--- src/rtl/rrm_pkg.sv ---
// Shared types and constants for the resource race monitor.
// No dependencies; imported by the table, scan and top-level modules.
`timescale 1ns / 1ps

package rrm_pkg;

  localparam int KEY_W   = 48;
  localparam int ID_W    = 16;
  localparam int TIME_W  = 32;
  localparam int COUNT_W = 16;
  localparam int DATA_W  = 32;
  localparam int ADDR_W  = 3;

  localparam logic [COUNT_W-1:0] COUNT_MAX   = '1;
  localparam logic [COUNT_W-1:0] COUNT_FIRST = COUNT_W'(1);
  localparam logic [COUNT_W-1:0] LIMIT_RESET = COUNT_W'(10);

  localparam logic REG_COUNT_LIMIT = 1'b0;

  typedef struct packed {
    logic [KEY_W-1:0]   key;
    logic [ID_W-1:0]    accessor;
    logic [TIME_W-1:0]  stamp;
    logic [COUNT_W-1:0] count;
  } entry_t;

  typedef struct packed {
    logic valid;
    logic race;
  } result_t;

  typedef struct packed {
    logic rd_en;
    logic wr_en;
  } mem_ctl_t;

  typedef enum logic [1:0] {
    S_IDLE,
    S_SCAN,
    S_DONE
  } scan_state_t;

endpackage

--- src/rtl/rrm_scan.sv ---
// Scan sequencer: walks the table an entry per cycle, updates or appends if room.
// Depends on rrm_pkg; drives the rrm_table ports.
`timescale 1ns / 1ps

module rrm_scan
  import rrm_pkg::*;
#(
  parameter int DEPTH = 256,
  parameter int IDX_W = 8,
  parameter int CNT_W = 9
) (
  input  logic               clk,
  input  logic               rst_n,
  input  logic               in_valid,
  output logic               in_ready,
  input  logic [KEY_W-1:0]   in_key,
  input  logic [ID_W-1:0]    in_who,
  input  logic [TIME_W-1:0]  in_time,
  input  logic [COUNT_W-1:0] count_limit,
  input  logic               res_ready,
  output result_t            res,
  output mem_ctl_t           mem_ctl,
  output logic [IDX_W-1:0]   rd_addr,
  input  entry_t             rd_data,
  output logic [IDX_W-1:0]   wr_addr,
  output entry_t             wr_data
);

  scan_state_t        state_r, state_nxt;
  logic [KEY_W-1:0]   key_r;
  logic [ID_W-1:0]    who_r;
  logic [TIME_W-1:0]  time_r;
  logic [CNT_W-1:0]   scan_idx_r, scan_idx_nxt;
  logic [CNT_W-1:0]   used_r, used_nxt;
  logic               pend_r, pend_nxt;
  logic [IDX_W-1:0]   pend_idx_r, pend_idx_nxt;
  logic               race_r, race_nxt;
  logic               hit;
  logic               contended;
  logic [COUNT_W-1:0] count_new;
  logic               race_now;

  assign hit       = pend_r && (rd_data.key == key_r);
  assign contended = (rd_data.accessor != who_r) && (rd_data.stamp == time_r);
  assign count_new = (rd_data.count == COUNT_MAX) ? rd_data.count
                                                  : rd_data.count + COUNT_W'(1);
  assign race_now  = contended && (count_new > count_limit);
  assign in_ready  = (state_r == S_IDLE);

  always_ff @(posedge clk) begin
    if (!rst_n) begin
      state_r    <= S_IDLE;
      used_r     <= '0;
      pend_r     <= 1'b0;
      scan_idx_r <= '0;
      race_r     <= 1'b0;
    end else begin
      state_r    <= state_nxt;
      used_r     <= used_nxt;
      pend_r     <= pend_nxt;
      scan_idx_r <= scan_idx_nxt;
      race_r     <= race_nxt;
    end
  end

  always_ff @(posedge clk) begin
    pend_idx_r <= pend_idx_nxt;
    if (in_valid && in_ready) begin
      key_r  <= in_key;
      who_r  <= in_who;
      time_r <= in_time;
    end
  end

  always_comb begin
    state_nxt     = state_r;
    used_nxt      = used_r;
    pend_nxt      = 1'b0;
    pend_idx_nxt  = pend_idx_r;
    scan_idx_nxt  = scan_idx_r;
    race_nxt      = race_r;
    mem_ctl.rd_en = 1'b0;
    mem_ctl.wr_en = 1'b0;
    rd_addr       = scan_idx_r[IDX_W-1:0];
    wr_addr       = pend_idx_r;
    wr_data       = rd_data;
    res.valid     = 1'b0;
    res.race      = race_r;

    case (state_r)
      S_IDLE: begin
        if (in_valid) begin
          state_nxt    = S_SCAN;
          scan_idx_nxt = '0;
          race_nxt     = 1'b0;
        end
      end
      S_SCAN: begin
        if (hit) begin
          mem_ctl.wr_en    = 1'b1;
          wr_data.key      = key_r;
          wr_data.accessor = race_now ? rd_data.accessor : who_r;
          wr_data.stamp    = race_now ? rd_data.stamp : time_r;
          wr_data.count    = contended ? count_new : rd_data.count;
          race_nxt         = race_now;
          state_nxt        = S_DONE;
        end else if (!pend_r && (scan_idx_r >= used_r)) begin
          if (used_r < CNT_W'(DEPTH)) begin
            mem_ctl.wr_en    = 1'b1;
            wr_addr          = used_r[IDX_W-1:0];
            wr_data.key      = key_r;
            wr_data.accessor = who_r;
            wr_data.stamp    = time_r;
            wr_data.count    = COUNT_FIRST;
            used_nxt         = used_r + CNT_W'(1);
          end
          race_nxt  = 1'b0;
          state_nxt = S_DONE;
        end else if (scan_idx_r < used_r) begin
          mem_ctl.rd_en = 1'b1;
          pend_nxt      = 1'b1;
          pend_idx_nxt  = scan_idx_r[IDX_W-1:0];
          scan_idx_nxt  = scan_idx_r + CNT_W'(1);
        end
      end
      S_DONE: begin
        res.valid = 1'b1;
        if (res_ready) begin
          state_nxt = S_IDLE;
        end
      end
      default: begin
        state_nxt = S_IDLE;
      end
    endcase
  end

`ifndef ASSERT_OFF
  a_used_bound: assert property (@(posedge clk) disable iff (!rst_n)
    used_r <= CNT_W'(DEPTH))
    else $error("table fill count beyond depth");

  a_pend_in_range: assert property (@(posedge clk) disable iff (!rst_n)
    pend_r |-> (CNT_W'(pend_idx_r) < used_r))
    else $error("pending read beyond filled entries");

  a_used_step: assert property (@(posedge clk) disable iff (!rst_n)
    ##1 (used_r == $past(used_r) || used_r == $past(used_r) + CNT_W'(1)))
    else $error("fill count moved by more than one");

  a_no_write_idle: assert property (@(posedge clk) disable iff (!rst_n)
    (state_r != S_SCAN) |-> !mem_ctl.wr_en)
    else $error("table write outside scan");
`endif

endmodule

--- config.mk ---
export PLATFORM = sky130hd
export DESIGN_NAME = rrm_scan
export DESIGN_NICKNAME = d
export VERILOG_FILES = /design/src/rtl/rrm_pkg.sv /design/src/rtl/rrm_scan.sv
export SDC_FILE = /design/constraint.sdc
export NUM_CORES = 1
export LEC_CHECK = 0
export BUFFER_PORTS_ARGS = -buffer_cell sky130_fd_sc_hd__buf_2
export CELL_PAD_IN_SITES_DETAIL_PLACEMENT = 0
export CELL_PAD_IN_SITES_GLOBAL_PLACEMENT = 2
export CORE_UTILIZATION = 28
export DETAILED_ROUTE_END_ITERATION = 6
export HOLD_SLACK_MARGIN = 0.15
export PLACE_DENSITY = 0.77
export SYNTH_ARGS = -nofsm -noshare
export SYNTH_HDL_FRONTEND = slang
export SYNTH_SLANG_ARGS = --single-unit
--- constraint.sdc ---
create_clock -name clk -period 6.3 [get_ports clk]
set_clock_uncertainty 0.2 [all_clocks]
set_input_delay 1.26 -clock clk [delete_from_list [all_inputs] [get_ports clk]]
set_output_delay 1.26 -clock clk [all_outputs]
set_load 0.02 [all_outputs]
Yosys cells after proc, flatten, opt, wreduce, memory -nomap -nowiden
Index checks and enable logic that the tools add are counted.
- register bits after elaboration: 126
- input bits: 228
- reduce and logical (&&, ||, !) cells: 14
- order comparisons: 4
- bitwise gates (word level): 2
- $add $sub $neg: 3
- equality and inequality tests: 12
- mux-type cells: 34
- operators by type and width (operator ; count):
    $mux 112 ; 4
    $eq 48x48->1 ; 1
    $mux 16 ; 3
    $mux 9 ; 4
    $eq 32x32->1 ; 1
    $mux 32 ; 1
    $mux 8 ; 4
    $add 9x1->9 const B ; 2
    $pmux 9 s2 ; 1
    $add 16x1->16 const B ; 1
    $eq 16x16->1 const B ; 1
    $gt 16x16->1 ; 1
    $ne 16x16->1 ; 1
    $mux 1 ; 10
    $mux 2 ; 5
    $ne 2x2->1 const B ; 5
    $ge 9x9->1 ; 1
    $lt 9x9->1 ; 1
    $lt 9x9->1 const B ; 1
    $reduce_and 4->1 ; 2
    $pmux 2 s3 ; 1
    $reduce_and 3->1 ; 2
    $logic_and 1x1->1 ; 5
    $reduce_and 5->1 ; 1
    9 further kinds ; 10

Longest topological paths before layout
- word-level depth: 7
- mapped depth: 17

Worst setup path after synthesis
OpenSTA, ideal clock, no wires.
- path kind: input -> output
- start point: in rd_data[4] (netlist bit)
- end point: out wr_data[44] (netlist bit)
- data arrival time: 4728 ps
- stages on the path: 17
- required time: 4840 ps
- setup slack: 112 ps
- path through: clkbuf_1 -> nand4_1 -> or4_1 -> nor3_1 -> nand2_1 -> nor2_1 -> nor2_1 -> ha_1 -> and4_1 -> nand3_1 -> a21o_1 -> nand4_1 -> o21ai_0 -> o31ai_1 -> buf_2 -> buf_2 -> mux2_1
- RTL lines (what ; RTL line ; text):
    start: declaration ; rrm_scan.sv:24 ; input entry_t rd_data,
    end: declaration ; rrm_scan.sv:26 ; output entry_t wr_data

==> results.yml <==
layout:
  design_area_sq_um: 10980
  fin_nets: 1354
  area_growth_pct: 37.87
  layout-drive-gt1-share_pct: 46.62
  final_cell_count_no_fill: 1492
setup_path:
  critPathKind: "in2out"
  worst_setup_path_start_kind: "primary input"
  arrival_ns: 4.68
  cp_max_fo: 12
  cp.required_ns: 4.84
  crit_path_end_kind: "primary output"
drt:
  routedWlPerCell_microns: 18.44
  first_pass_iters: 5
  routed_wl_microns: 27510
  dr_total_vias: 6889
  drtIter0Drc: 357
  drc: 0
  ant_nets: 0
  vias_per_cell: 4.617
clock_tree:
  clockBufferDepth: 2
  numCtsBuffers: 17
  insertion_delay_ns: 0.42
  htree_levels: 4
  cts-root-buf: "clkbuf_16"
  cts_sinks: 126
  clk_pin_slew_ns: 0.06
  tritoncts: "built"
grt:
  grt_remaining_overflow: 0
  grt_pass1_wl_microns: 39740
  grt_max_degree: 59
  grt_usage_pct: 18.40
  antenna_found_initial: 3
  grt_pass1_vias: 6979
synth:
  netlist-cell-type-count: 61
  yosysSeqAreaShare_pct: 44.73
  synth_top_cell_area_share_pct: 39.20
  yosysMostFrequentCell: "edfxtp_1"
  yosys_warnings: 0
  ys_ff_latch: 126
  synthCells: 731
  yosys-top-cells-area: "edfxtp_1, mux2_2, xnor2_1, dfxtp_1, ha_1"
  yosys_most_used_dff: "edfxtp_1"
  async_flop_share_pct: 0
  synthTopCellsByCount: "edfxtp_1, mux2_2, xnor2_1, nand2_1, inv_1"
  avgSynthCellArea_sq_um: 10.90
  synth_top_cell_by_area: "edfxtp_1"
  syn_nets: 987
  synth_edf_count: 104
  syn-cell-area_sq_um: 7966
sta:
  max_clock_freq_mhz: 162.8
  hold_viol: 0
  fin_crit_ns: 6.141
  final-max-slew-violation-count: 0
  holdWs_ns: 0.2751
  tightestPinTransition_ns: 0.8918
  fin_setup_tns_ns: 0
  relSlewSlack_pct: 39.01
  timing.final.crit_share_pct: 97.47
  finalSetupViolations: 0
floorplan:
  initial_core_util_pct: 28.60
  die_y_microns: 170.7
  fp.dieArea_sq_um: 29130
  io_pins: 361
  rows: 61
  coreArea_sq_um: 27860
  die_w_microns: 170.7
run:
  max-cap-violations: 0
placed_design:
  postPlaceCellArea_sq_um: 10250
  place_inst: 1451
  io_buffers: 360
  hpwl_microns: 21760
  place.gp.congestion: 0.8800
min_path:
  worstHoldPathType: "reg2reg"
pwr:
  cellPowerDensity_nw_per_um2: 233.9
  p_leak_uw: 0.004672
  irDropWorstVdd_v: 0.0001157
status:
  run_status: "finished clean"
-- area by class of cell --
type                       count  area, sq um
antenna                        3        7.507
clock buffer                  18        429.2
clock inverter                14        157.7
fill                        2860        16870
inverter                      49        186.4
multi-input combinational    522         4124
sequential                   126         3563
tap                          378        473.0
timing repair buffer         382         2042
-- metal layers --
| metal | up-vias | track usage (%) | share of wire (%) |
|---|---|---|---|
| met2 | 237 | 32.87 | 51 |
| met3 | 23 | 4.279 | 5.9 |
| met4 | 0 | 6.659 | 1.9 |
| met1 | 3224 | 21.30 | 42 |
| met5 | - | 0 | 0 |
| li1 | 3405 | - | - |
-- cell usage in the layout (no fill, tap or decap), drive strengths merged, types with 9 or more instances in the layout --
cell	count
a21oi	16
buf	380
clkbuf	20
dfxtp	22
edfxtp	104
ha	28
inv	55
mux2	97
nand2	55
nand3	24
nand4	27
nor2	29
nor2b	13
nor3	9
nor4	12
o21ai	31
xnor2	75
xor2	25
-- final timing paths --
check                                   from                 endpoint  slack (ns)  depth (start not counted)
setup reg to reg  scan_idx_r[0]$_SDFFE_PN0P_  pend_idx_r[0]$_DFFE_PP_        2.71                          7
hold reg to reg          race_r$_SDFFE_PN0P_      race_r$_SDFFE_PN0P_        0.28                          2
hold / removal           race_r$_SDFFE_PN0P_      race_r$_SDFFE_PN0P_        0.28                          2
setup / recovery                  rd_data[5]              wr_data[20]        0.16                         19
-- cell families (layout without fill, tap and decap cells) --
logic type | count (synthesis) | in the layout | share of synthesized area, %
other | 0 | 3 | 0
AO/OA/AOI/OAI | 88 | 88 | 7.633
adder cells (fa/ha/maj) | 28 | 28 | 4.398
multiplexers | 99 | 99 | 13.96
AND/OR/NAND/NOR | 207 | 207 | 13.77
buffers and inverters | 83 | 463 | 4.508
XOR/XNOR | 100 | 100 | 10.99
flip-flops | 126 | 126 | 44.73
-- repair_timing --
action,4_1_cts,5_1_grt
endpoints found under the hold margin,0,0
resized for setup,0,14
setup endpoints to repair,0,48
hold buffers,0,0
setup buffers,0,3
-- power breakdown --
| group | internal [uW] | total [uW] | switching, uW |
|---|---|---|---|
| registers | 962 | 996 | 34.5 |
| logic | 244 | 563 | 319 |
| clock network | 591 | 1010 | 419 |
-- sequential cells by signal, summed over array words and instances (netlist names) --
signal,count
time_r,32
race_r,1
who_r,16
pend_r,1
state_r,2
scan_idx_r,9
used_r,9
pend_idx_r,8
key_r,48
-- through the flow --
step	setup slack (ns)	power [uW]	util (%)
2_1_floorplan	0.1118	1334	-
3_3_place_gp	0.1495	1563	36.79
3_5_place_dp	0.06498	1567	36.79
4_1_cts	0.05103	2583	38.90
5_1_grt	-0.01360	2676	39.43
6_report	0.1591	2569	39.43
-- worst max-delay path: stages --
cell and delay (ns):
buf_2 0.13, nand4_1 0.17, or4_4 0.47, nor3_2 0.16, buf_4 0.16, nand2_1 0.06, nor2_2 0.12, nor2_1 0.05
ha_1 0.26, and4_4 0.23, nand3_2 0.08, a21o_1 0.17, nand4_1 0.10, o21ai_2 0.09, o31ai_4 0.29, buf_6 0.17
clkbuf_16 0.18, mux2_2 0.34, buf_2 0.16
Power figures use the tool's default switching activity.
